--- src/hw/rtl/etr_pkg.sv ---
// Shared constants and helpers of the engine tachometer speed unit.
`default_nettype none
package etr_pkg;

  localparam int MAX_TRIGGERS = 8;
  localparam int RING_DEPTH   = 2 * MAX_TRIGGERS;
  localparam int POS_W        = $clog2(RING_DEPTH);
  localparam int LEN_W        = $clog2(RING_DEPTH + 1);

  localparam int TIME_W  = 32;
  localparam int SPEED_W = 15;
  localparam int TRIG_W  = 4;
  localparam int ADDR_W  = 4;

  localparam logic [SPEED_W-1:0] SPEED_MAX = {SPEED_W{1'b1}};

  localparam logic [1:0] REG_TRIGGERS = 2'd0;
  localparam logic [1:0] REG_TIMEOUT  = 2'd1;
  localparam logic [1:0] REG_SCALE    = 2'd2;

  localparam logic [TRIG_W-1:0] TRIGGERS_RESET = 4'd1;
  localparam logic [TIME_W-1:0] TIMEOUT_RESET  = 32'd1000000;
  localparam logic [TIME_W-1:0] SCALE_RESET    = 32'd120000000;

  // ring length: twice the clamped trigger count
  function automatic logic [LEN_W-1:0] ring_len(input logic [TRIG_W-1:0] trig);
    logic [LEN_W-1:0] t;
    if (trig == '0) begin
      t = LEN_W'(1);
    end else if (32'(trig) > MAX_TRIGGERS) begin
      t = LEN_W'(MAX_TRIGGERS);
    end else begin
      t = LEN_W'(trig);
    end
    return LEN_W'(t << 1);
  endfunction

endpackage
`default_nettype wire

--- src/hw/rtl/etr_hist_ram.sv ---
// Edge history memory: one write and one registered read per cycle, zero until written.
`default_nettype none
module etr_hist_ram
  import etr_pkg::*;
(
  input  wire logic              clk,
  input  wire logic              rst,
  input  wire logic              we,
  input  wire logic [POS_W-1:0]  waddr,
  input  wire logic [TIME_W-1:0] wdata,
  input  wire logic              re,
  input  wire logic [POS_W-1:0]  raddr,
  output logic      [TIME_W-1:0] rdata
);

  logic [TIME_W-1:0]     mem [RING_DEPTH];
  logic [RING_DEPTH-1:0] written;
  logic [TIME_W-1:0]     rword;
  logic                  rvalid;

  always_ff @(posedge clk) begin
    if (we) begin
      mem[waddr] <= wdata;
    end
    if (re) begin
      rword <= mem[raddr];
    end
  end

  always_ff @(posedge clk) begin
    if (rst) begin
      written <= '0;
      rvalid  <= 1'b0;
    end else begin
      if (we) begin
        written[waddr] <= 1'b1;
      end
      if (re) begin
        rvalid <= written[raddr];
      end
    end
  end

  assign rdata = rvalid ? rword : '0;

endmodule
`default_nettype wire

--- src/hw/rtl/etr_divider.sv ---
// Restoring bit-serial 32-bit unsigned divider, one quotient bit per cycle.
`default_nettype none
module etr_divider
  import etr_pkg::*;
(
  input  wire logic              clk,
  input  wire logic              rst,
  input  wire logic              start,
  input  wire logic [TIME_W-1:0] dividend,
  input  wire logic [TIME_W-1:0] divisor,
  output logic                   done,
  output logic      [TIME_W-1:0] quotient
);

  localparam int CNT_W = $clog2(TIME_W);

  logic              busy;
  logic [CNT_W-1:0]  cnt;
  logic [TIME_W-1:0] rem;
  logic [TIME_W-1:0] dvs;
  logic [TIME_W:0]   rem_sh;
  logic [TIME_W:0]   diff;

  assign rem_sh = {rem, quotient[TIME_W-1]};
  assign diff   = rem_sh - {1'b0, dvs};

  always_ff @(posedge clk) begin
    if (start) begin
      quotient <= dividend;
      rem      <= '0;
      dvs      <= divisor;
    end else if (busy) begin
      if (!diff[TIME_W]) begin
        rem <= diff[TIME_W-1:0];
      end else begin
        rem <= rem_sh[TIME_W-1:0];
      end
      quotient <= {quotient[TIME_W-2:0], ~diff[TIME_W]};
    end
  end

  always_ff @(posedge clk) begin
    if (rst) begin
      busy <= 1'b0;
      cnt  <= '0;
      done <= 1'b0;
    end else begin
      done <= busy && (cnt == CNT_W'(TIME_W - 1));
      if (start) begin
        busy <= 1'b1;
        cnt  <= '0;
      end else if (busy) begin
        cnt <= cnt + CNT_W'(1);
        if (cnt == CNT_W'(TIME_W - 1)) begin
          busy <= 1'b0;
        end
      end
    end
  end

endmodule
`default_nettype wire

--- src/hw/rtl/engine_tachometer_rpm_unit.sv ---
// Top level of the engine tachometer speed unit.
//
// Input channel (op, now_us; in_valid/in_stall): op=1 records a trigger edge
// at now_us, op=0 only reads the speed. Every item yields one speed item on
// the output channel (speed; out_valid/out_stall).
// An item whose oldest edge has timed out, or whose span is zero, passes
// through ST_READ, ST_EVAL and ST_DONE before out_valid rises; otherwise it
// also waits in ST_DIV for the 32-step bit-serial divider. The unit works on
// one item at a time and takes no new item until the last is through; in_stall is high while busy.
// The result sits in an output register: a stalled receiver holds speed
// steady while the next item is already accepted and processed; the unit
// waits only when a second result is ready before the first is taken.
// Configuration goes over an APB-style port: triggers_per_rev at 0x0,
// timeout_us at 0x4, scale_numerator at 0x8; pready is always high.
// Reset (synchronous, active high) clears the edge history, latest edge time
// and ring position to zero and restores register defaults; no clearing pass.
`default_nettype none
module engine_tachometer_rpm_unit
  import etr_pkg::*;
(
  input  wire logic               clk,
  input  wire logic               rst,
  input  wire logic               in_valid,
  output logic                    in_stall,
  input  wire logic               op,
  input  wire logic [TIME_W-1:0]  now_us,
  output logic                    out_valid,
  input  wire logic               out_stall,
  output logic      [SPEED_W-1:0] speed,
  input  wire logic               psel,
  input  wire logic               penable,
  input  wire logic               pwrite,
  input  wire logic [ADDR_W-1:0]  paddr,
  input  wire logic [31:0]        pwdata,
  output logic      [31:0]        prdata,
  output logic                    pready
);

  localparam logic [2:0] ST_IDLE = 3'd0;
  localparam logic [2:0] ST_READ = 3'd1;
  localparam logic [2:0] ST_EVAL = 3'd2;
  localparam logic [2:0] ST_DIV  = 3'd3;
  localparam logic [2:0] ST_DONE = 3'd4;

  logic [2:0]         state;
  logic [TRIG_W-1:0]  triggers_per_rev;
  logic [TIME_W-1:0]  timeout_us;
  logic [TIME_W-1:0]  scale_numerator;
  logic [TIME_W-1:0]  latest_edge;
  logic [POS_W-1:0]   ring_position;
  logic [POS_W-1:0]   ring_position_next;
  logic [TIME_W-1:0]  now_q;
  logic [SPEED_W-1:0] result;

  logic               accept;
  logic               cfg_write;
  logic [LEN_W-1:0]   pos_inc;
  logic               ram_we;
  logic               ram_re;
  logic [TIME_W-1:0]  oldest;
  logic [TIME_W-1:0]  age;
  logic [TIME_W-1:0]  span;
  logic               div_start;
  logic               div_done;
  logic [TIME_W-1:0]  quotient;
  logic               out_free;

  assign pready    = 1'b1;
  assign cfg_write = psel && penable && pwrite;

  always_ff @(posedge clk) begin
    if (rst) begin
      triggers_per_rev <= TRIGGERS_RESET;
      timeout_us       <= TIMEOUT_RESET;
      scale_numerator  <= SCALE_RESET;
    end else if (cfg_write) begin
      case (paddr[3:2])
        REG_TRIGGERS: triggers_per_rev <= pwdata[TRIG_W-1:0];
        REG_TIMEOUT:  timeout_us       <= pwdata;
        REG_SCALE:    scale_numerator  <= pwdata;
        default: ;
      endcase
    end
  end

  always_comb begin
    case (paddr[3:2])
      REG_TRIGGERS: prdata = {{(32-TRIG_W){1'b0}}, triggers_per_rev};
      REG_TIMEOUT:  prdata = timeout_us;
      REG_SCALE:    prdata = scale_numerator;
      default:      prdata = '0;
    endcase
  end

  assign in_stall = (state != ST_IDLE);
  assign accept   = in_valid && !in_stall;
  assign out_free = !out_valid || !out_stall;

  assign pos_inc = LEN_W'(ring_position) + LEN_W'(1);
  assign ring_position_next =
    (pos_inc >= ring_len(triggers_per_rev)) ? '0 : pos_inc[POS_W-1:0];

  assign ram_we = accept && op;
  assign ram_re = (state == ST_READ);

  etr_hist_ram u_hist (
    .clk   (clk),
    .rst   (rst),
    .we    (ram_we),
    .waddr (ring_position),
    .wdata (latest_edge),
    .re    (ram_re),
    .raddr (ring_position),
    .rdata (oldest)
  );

  assign age  = now_q - oldest;
  assign span = latest_edge - oldest;
  assign div_start = (state == ST_EVAL) && (age < timeout_us) && (span != '0);

  etr_divider u_div (
    .clk      (clk),
    .rst      (rst),
    .start    (div_start),
    .dividend (scale_numerator),
    .divisor  (span),
    .done     (div_done),
    .quotient (quotient)
  );

  always_ff @(posedge clk) begin
    if (rst) begin
      state         <= ST_IDLE;
      latest_edge   <= '0;
      ring_position <= '0;
    end else begin
      case (state)
        ST_IDLE: begin
          if (accept) begin
            if (op) begin
              latest_edge   <= now_us;
              ring_position <= ring_position_next;
            end
            state <= ST_READ;
          end
        end
        ST_READ: state <= ST_EVAL;
        ST_EVAL: begin
          if (div_start) begin
            state <= ST_DIV;
          end else begin
            state <= ST_DONE;
          end
        end
        ST_DIV: begin
          if (div_done) begin
            state <= ST_DONE;
          end
        end
        ST_DONE: begin
          if (out_free) begin
            state <= ST_IDLE;
          end
        end
        default: state <= ST_IDLE;
      endcase
    end
  end

  // a new result may replace the one taken in the same cycle
  always_ff @(posedge clk) begin
    if (rst) begin
      out_valid <= 1'b0;
    end else if ((state == ST_DONE) && out_free) begin
      out_valid <= 1'b1;
    end else if (!out_stall) begin
      out_valid <= 1'b0;
    end
  end

  always_ff @(posedge clk) begin
    if (accept) begin
      now_q <= now_us;
    end
    if (state == ST_EVAL) begin
      if (age >= timeout_us) begin
        result <= '0;
      end else if (span == '0) begin
        result <= SPEED_MAX;
      end
    end
    if ((state == ST_DIV) && div_done) begin
      if (quotient > TIME_W'(SPEED_MAX)) begin
        result <= SPEED_MAX;
      end else begin
        result <= quotient[SPEED_W-1:0];
      end
    end
    if ((state == ST_DONE) && out_free) begin
      speed <= result;
    end
  end

endmodule
`default_nettype wire

--- config.mk ---
export PLATFORM = sky130hd
export DESIGN_NAME = engine_tachometer_rpm_unit
export DESIGN_NICKNAME = d
export VERILOG_FILES = /design/src/hw/rtl/etr_pkg.sv /design/src/hw/rtl/etr_hist_ram.sv /design/src/hw/rtl/etr_divider.sv /design/src/hw/rtl/engine_tachometer_rpm_unit.sv
export SDC_FILE = /design/constraint.sdc
export NUM_CORES = 1
export LEC_CHECK = 0
export BUFFER_PORTS_ARGS = -buffer_cell sky130_fd_sc_hd__buf_2
export CAP_MARGIN = 40
export CORE_ASPECT_RATIO = 0.8
export CORE_MARGIN = 3
export CORE_UTILIZATION = 50
export DETAILED_ROUTE_END_ITERATION = 6
export PLACE_DENSITY_LB_ADDON = 0.05
export SYNTH_ARGS = -nofsm -noshare
export SYNTH_HDL_FRONTEND = slang
export SYNTH_SLANG_ARGS = --single-unit
--- constraint.sdc ---
create_clock -name clk -period 11 [get_ports clk]
set_input_delay 0.55 -clock clk [delete_from_list [all_inputs] [get_ports clk]]
set_output_delay 0.55 -clock clk [all_outputs]
set_load 0.03 [all_outputs]
## Word-level counts from Yosys, hierarchy flattened

Memory sizes are Yosys's and may differ from the RTL's. A register that Yosys moved wholly into a read port is not among the register bits.
Index checks and enable logic that the tools add are counted.
Widths: inputs -> output; s select.

- Register bits: 290
- RAM bits: 512
- Input bits: 76
- Output and inout bits: 50
- Logic and storage cells: 103
- Memories kept: 1

Memories:

| memory | words | bits a word | rd ports | clocked after Yosys merged registers in | wr ports | RTL line | text |
|---|---|---|---|---|---|---|---|
| u_hist.mem | 16 | 32 | 1 | 1 | 1 | etr_hist_ram.sv:16 | `logic [TIME_W-1:0] mem [RING_DEPTH];` |

- Add/sub/neg operators: 5
- Magnitude comparators: 7
- Eq/ne operators: 11
- Multiplexer cells: 29
- Bitwise operators: 2
- Reductions and logical operators: 30

Operators with widths:

| kind | count |
|---|---|
| $mux 32 | 4 |
| $pmux 32 s3 | 1 |
| $mux 15 | 5 |
| $sub 32x32->32 | 2 |
| $sub 33x32->33 | 1 |
| $ge 32x32->1 | 1 |
| $gt 32x15->1 const B | 1 |
| $logic_not 32->1 | 1 |
| $lt 32x32->1 | 1 |
| $reduce_bool 32->1 | 1 |
| $or 16x16->16 | 1 |
| $pmux 3 s5 | 1 |
| $mux 3 | 4 |
| $mux 4 | 3 |
| $logic_and 1x1->1 | 10 |
| $mux 1 | 9 |
| $reduce_and 2->1 | 4 |
| $eq 3x2->1 const B | 2 |
| $reduce_and 3->1 | 2 |
| $reduce_bool 3->1 | 2 |
| $add 4x1->5 const B | 1 |
| $add 5x1->5 const B | 1 |
| $eq 5x5->1 const B | 1 |
| $ge 5x5->1 | 1 |
| other kinds (19) | 24 |

## Longest topological paths before layout

- Depth in word-level cells: 7
- Mapped depth: 26
- Mapped depth without buffers: 25

## Modules after synthesis

A second synthesis with hierarchy kept.

- Cells, all modules: 2706
- Area, all modules: 37820.0 µm²

By module, submodules not included:

| module | instances | cells each | area an instance (µm²) | seq. area each (µm²) |
|---|---|---|---|---|
| etr_hist_ram | 1 | 868 | 21122.8 | 16676.0 |
| engine_tachometer_rpm_unit | 1 | 1282 | 10826.6 | 4023.9 |
| etr_divider | 1 | 556 | 5870.6 | 2702.6 |

## Worst setup path before layout

Ideal clock, no wire load.

- Path type: reg-to-reg
- Start: register u_hist.rvalid
- End: register u_div.quotient[0], enable pin
- Setup time: 466 ps
- Arrival time: 6872 ps
- Data required time: 10534 ps
- Path slack: 3663 ps
- Cell stages (with the launch flop): 23
- Buffers on the path: 1
- Period minus slack after synthesis: 7337 ps
- Path through: dfxtp_1 clkbuf_1 nand2_1 fa_1 a21o_1 a21oi_1 o21a_1 o31ai_1 o41ai_1 a21boi_0 o21ai_0 nand4b_1 or3b_2 a21oi_1 xnor2_1 ha_1 nand4_1 nor3_1 a221oi_1 o21ai_0 nor3_1 nand3_1 o21ai_0

- Longest elaborated chain between the ends: 6
- Elaborated cells on any way between the ends: 8
- Classes of those cells: 2 x add/sub; 1 x order compare; 1 x mux; 4 x reduce/logical

RTL lines:

| element | RTL line | text |
|---|---|---|
| from (decl) | etr_hist_ram.sv:19 | `logic rvalid;` |
| from (signal assigned) | etr_hist_ram.sv:39 | `rvalid <= written[raddr];` |
| $mux 32 (*) | etr_hist_ram.sv:44 | `assign rdata = rvalid ? rword : '0;` |
| $sub 32x32->32 | engine_tachometer_rpm_unit.sv:117 | `assign age = now_q - oldest;` |
| $lt 32x32->1 | engine_tachometer_rpm_unit.sv:119 | `assign div_start = (state == ST_EVAL) && (age < timeout_us) && (span != '0);` |
| $logic_and 1x1->1 | engine_tachometer_rpm_unit.sv:119 |  |
| $logic_and 1x1->1 (*) | engine_tachometer_rpm_unit.sv:119 |  |
| $reduce_bool 2->1 (no line) (*) | - |  |
| to (signal assigned) | etr_divider.sv:29 | `quotient <= dividend;` |
| to (signal assigned) | etr_divider.sv:38 | `quotient <= {quotient[TIME_W-2:0], ~diff[TIME_W]};` |
| to (decl) | etr_divider.sv:12 | `output logic [TIME_W-1:0] quotient` |

Every way passes the cells marked *; elsewhere a longest branch is shown, timed or not.
A chain may end at the register's enable or synchronous reset.

## Worst setup path in the final report

- Start: register u_hist.rvalid
- End: register u_div.dvs[14], enable pin

- Longest elaborated chain between the ends: 5
- Elaborated cells on any way between the ends: 7
- Classes of those cells: 2 x add/sub; 1 x order compare; 1 x mux; 3 x reduce/logical

RTL lines:

| element | RTL line | text |
|---|---|---|
| $mux 32 (*) | etr_hist_ram.sv:44 |  |
| $sub 32x32->32 | engine_tachometer_rpm_unit.sv:117 |  |
| $lt 32x32->1 | engine_tachometer_rpm_unit.sv:119 |  |
| $logic_and 1x1->1 | engine_tachometer_rpm_unit.sv:119 |  |
| $logic_and 1x1->1 (*) | engine_tachometer_rpm_unit.sv:119 |  |
| to (signal assigned) | etr_divider.sv:31 | `dvs <= divisor;` |
| to (decl) | etr_divider.sv:20 | `logic [TIME_W-1:0] dvs;` |

Marks and branches as above.

==> PnR_summary.wiki <==
{| class="wikitable"
! Metric !! Value
|-
| Layout overhead on the synthesized area || 12.31%
|-
| Library cell appearing most often on the critical path || sky130_fd_sc_hd__buf_4
|-
| Leak pwr || 0.01487 uW
|-
| Final non-filler cell area || 42090 um^2
|-
| Sequential area share after synthesis || 0.6245
|-
| Final #Nets || around 3k
|-
| Mean instance size in the synthesized netlist || 14.15 um^2
|-
| Delay of the slowest cell on the worst path || 0.76 ns
|-
| Startpoint Class || flop
|-
| Core region area || 73940 um^2
|-
| Number of antenna violations at the first check in global routing || 7
|-
| Fin crit share || 0.6826
|-
| Clk Latency, worst-skew pair || ~0.65 ns
|-
| Cell area power density || 191.3 nW/um^2
|-
| Number of global-route vias before repair || 22.36k
|-
| Required time at the endpoint of the critical path || between 10 and 15 ns
|-
| Share of final-layout standard cells stronger than drive strength 1 || 0.1865
|-
| Slowest cell on the critical path || sky130_fd_sc_hd__buf_4
|-
| Cell area reported after detailed placement || 39350 um^2
|-
| Post-layout minimum cycle time || 7.509 ns
|-
| Number of synthesized flops with an enable pin || 670
|-
| Buffers on Ports || about 120
|-
| Number of max-slew violations in the final report || 0
|-
| Clock sink count || 834
|-
| Cell Chain, Critical Path || buf_4, nand2_1, ha_1, and4_1, a221o_1, a21oi_1, o31ai_1, a211oi_1, o41ai_1, and2_1, o21a_1, o41a_1, xnor2_1, ha_1, nand4_1, or3_1, nor3_1, a221oi_1, o21ai_0, nor3_1, nand3_1, nor2_4, buf_4, buf_4
|-
| Endpoints failing setup || 0
|-
| Combined area of all synthesized cells || between 30000 and 40000 um^2
|-
| VDD IR-drop max || 0.1294 mV
|-
| Wirelength, routed || 94.15 mm
|-
| Overall overflow remaining after global route || 0
|-
| Std cell rows || 89
|-
| H-tree depth || 3
|-
| Synth cell types || 85
|-
| Cell count after synthesis || 2648
|-
| Biggest area contributors in the synthesized netlist || sky130_fd_sc_hd__edfxtp_1 54%, sky130_fd_sc_hd__mux4_2 9.9%, sky130_fd_sc_hd__dfxtp_1 8.8%
|-
| CTS tree || built
|-
| Post-detailed-placement half-perimeter wirelength || 60.45 mm
|-
| Critical path start-end classification || reg2reg
|-
| Via count || 22.78k
|-
| Number of warnings reported in the yosys synthesis log || 0
|-
| Die Span X || 312.1 um
|-
| Per-cell via count in the routed design || 5.930
|-
| Max transition margin || 0.3858
|-
| Total of max-cap violations || 0
|-
| Maximum achievable frequency || 133.2 MHz
|-
| Leading area contributor after synthesis || sky130_fd_sc_hd__edfxtp_1
|-
| Summed negative setup slack over all endpoints || 0 ns
|-
| Height of the die || 250.9 um
|-
| Count of buffers added by post-CTS timing repair for setup || 0
|-
| Number of cells upsized or downsized after cts || 0
|-
| CP Buf/Inv Count || 3
|-
| Total Routing Usage GR || 0.2395
|-
| Maximum clock skew at final layout || around 0.026 ns
|-
| Maximum fanout along the worst path || 71
|-
| Data arrival time of the critical path || 7.77 ns
|-
| Measured slew at the worst slew-check pin || slightly above 0.9 ns
|-
| Worst setup EP type || flop
|-
| Fraction of registers with async set or reset after synthesis || 0
|-
| Initial standard-cell utilization of the core || 0.5068
|-
| Hold Violations, Final || 0
|-
| Number of optimization iterations in the first detailed-route pass || 5
|-
| Share of the synthesized area in the top cell type || 0.5369
|-
| Final-layout worst hold slack || 0.09882 ns
|-
| Cell class contributing the biggest share of worst-path delay || compound AO/OA/AOI/OAI gates
|-
| CTS max path bufs || 3
|-
| Number of DRC markers after the initial detailed-route iteration || 1992
|-
| Synth Flop Type || sky130_fd_sc_hd__edfxtp_1
|-
| TritonCTS Buffers || 82
|-
| DRT antenna net count || 0
|-
| Unrepaired setup endpoints after global routing || false
|-
| Clock transition at path regs || 0.06 ns
|-
| Maximum number of pins on one net before global-route repair || 83
|-
| I/O pin count || 126
|-
| Status || finished, final reports clean
|-
| Worst min path class || in2reg
|-
| Total Power || 8050 uW
|-
| Library cell used as clock root buffer || sky130_fd_sc_hd__clkbuf_16
|-
| DRC || 0
|-
| Routed WL per cell || about 25 um
|-
| Syn Nets || 2864
|-
| Register bit count reported by yosys || 834
|-
| Leading post-synthesis cells by instance count || 670 x sky130_fd_sc_hd__edfxtp_1, 303 x sky130_fd_sc_hd__nand2_1, 165 x sky130_fd_sc_hd__mux4_2
|-
| Area of the die || between 70000 and 80000 um^2
|-
| Number of buffers added to fix hold violations after cts || 0
|-
| Leading cell type by number of instances after synthesis || sky130_fd_sc_hd__edfxtp_1
|-
| RD Place Congestion || approximately 0.92
|-
| Wire length of the first global-routing pass || 141.2 mm
|}
metrics by stage:
step | util | instances | worst slack (ns)
floorplan | - | 2648 | 3.663
global placement | 0.5313 | 3684 | 3.502
detailed placement | 0.5322 | 3687 | 3.488
CTS | 0.5690 | 3837 | 3.461
global route | 0.5691 | 3838 | 2.867
finish | 0.5692 | 3841 | 3.491
per-layer routing:
metal	routed length, um	GRT usage	vias to the layer above
met5	13	0	-
met4	2072	0.05862	2
met3	5090	0.03701	131
met2	44400	0.3830	622
met1	42580	0.3484	11670
li1	-	-	10360
report_power, final:
part	switching, uW	total, uW	internal, uW	leakage (uW)
Clock	1200	2810	1620	0.00133
Combinational	871	1540	673	0.00590
Sequential	124	3700	3570	0.00764
Total	2190	8050	5860	0.0149
worst reg2reg max path: stages (launching register included):
cell	delay, ns
sky130_fd_sc_hd__dfxtp_1	0.49
sky130_fd_sc_hd__buf_4	0.36
sky130_fd_sc_hd__nand2_1	0.20
sky130_fd_sc_hd__ha_1	0.39
sky130_fd_sc_hd__and4_1	0.24
sky130_fd_sc_hd__a221o_1	0.28
sky130_fd_sc_hd__a21oi_1	0.26
sky130_fd_sc_hd__o31ai_1	0.24
sky130_fd_sc_hd__a211oi_1	0.40
sky130_fd_sc_hd__o41ai_1	0.16
sky130_fd_sc_hd__and2_1	0.21
sky130_fd_sc_hd__o21a_1	0.20
sky130_fd_sc_hd__o41a_1	0.33
sky130_fd_sc_hd__xnor2_1	0.27
sky130_fd_sc_hd__ha_1	0.31
sky130_fd_sc_hd__nand4_1	0.07
sky130_fd_sc_hd__or3_1	0.14
sky130_fd_sc_hd__nor3_1	0.09
sky130_fd_sc_hd__a221oi_1	0.27
sky130_fd_sc_hd__o21ai_0	0.12
sky130_fd_sc_hd__nor3_1	0.42
sky130_fd_sc_hd__nand3_1	0.23
sky130_fd_sc_hd__nor2_4	0.12
sky130_fd_sc_hd__buf_4	0.52
sky130_fd_sc_hd__buf_4	0.76
path summary, 6_finish.rpt:
path / from / endpoint / slack [ns] / cells past startpoint
worst min register to register: result[13] / speed[13] / 0.41 / 0
worst max-delay path: u_hist.rvalid / u_div.dvs[14] / 3.49 / 24
worst max register to register: u_hist.rvalid / u_div.dvs[14] / 3.49 / 24
worst min-delay path: now_us[2] / now_q[2] / 0.1 / 1
layout make-up:
cell class	instances	area (um^2)
Tap cell	1001	1252
Antenna cell	4	10.01
Clock buffer	115	2340
Timing Repair Buffer	163	968.4
Sequential cell	834	23410
Multi-Input combinational cell	1586	13330
Clock inverter	35	381.6
Fill cell	5969	31860
Inverter	103	386.6
cell families after synthesis:
| group | share of synthesized area |
|---|---|
| flip-flops | 0.6245 |
| AND/OR/NAND/NOR | 0.08007 |
| AO/OA/AOI/OAI | 0.08431 |
| multiplexers | 0.1225 |
| buffers and inverters | 0.02384 |
| adder cells (fa/ha/maj) | 0.04735 |
| XOR/XNOR | 0.01730 |
| other | 0.0001001 |
cell usage in the layout (no fill, tap or decap), types with 30 or more instances in the layout:
| master | n |
|---|---|
| sky130_fd_sc_hd__a211oi_1 | 37 |
| sky130_fd_sc_hd__a21o_1 | 39 |
| sky130_fd_sc_hd__a21oi_1 | 162 |
| sky130_fd_sc_hd__buf_2 | 121 |
| sky130_fd_sc_hd__buf_4 | 39 |
| sky130_fd_sc_hd__clkbuf_16 | 85 |
| sky130_fd_sc_hd__dfxtp_1 | 159 |
| sky130_fd_sc_hd__edfxtp_1 | 670 |
| sky130_fd_sc_hd__ha_1 | 137 |
| sky130_fd_sc_hd__inv_1 | 103 |
| sky130_fd_sc_hd__mux2_4 | 30 |
| sky130_fd_sc_hd__mux2i_1 | 38 |
| sky130_fd_sc_hd__mux4_2 | 165 |
| sky130_fd_sc_hd__nand2_1 | 302 |
| sky130_fd_sc_hd__nand3_1 | 34 |
| sky130_fd_sc_hd__nor2_1 | 140 |
| sky130_fd_sc_hd__nor3_1 | 37 |
| sky130_fd_sc_hd__o21a_1 | 43 |
| sky130_fd_sc_hd__o21ai_0 | 45 |
| sky130_fd_sc_hd__xnor2_1 | 45 |
flip-flops by register name, summed over array words and instances (netlist names):
register,count
triggers_per_rev,4
u_hist.mem,512
u_div.cnt,5
u_div.dvs,32
state,3
now_q,32
u_div.busy,1
result,15
u_div.rem,32
u_hist.rword,32
u_div.done,1
ring_position,4
timeout_us,32
scale_numerator,32
speed,15
out_valid,1
u_div.quotient,32
u_hist.rvalid,1
latest_edge,32
u_hist.written,16
Note: power is estimated with default switching activity, not from simulation.
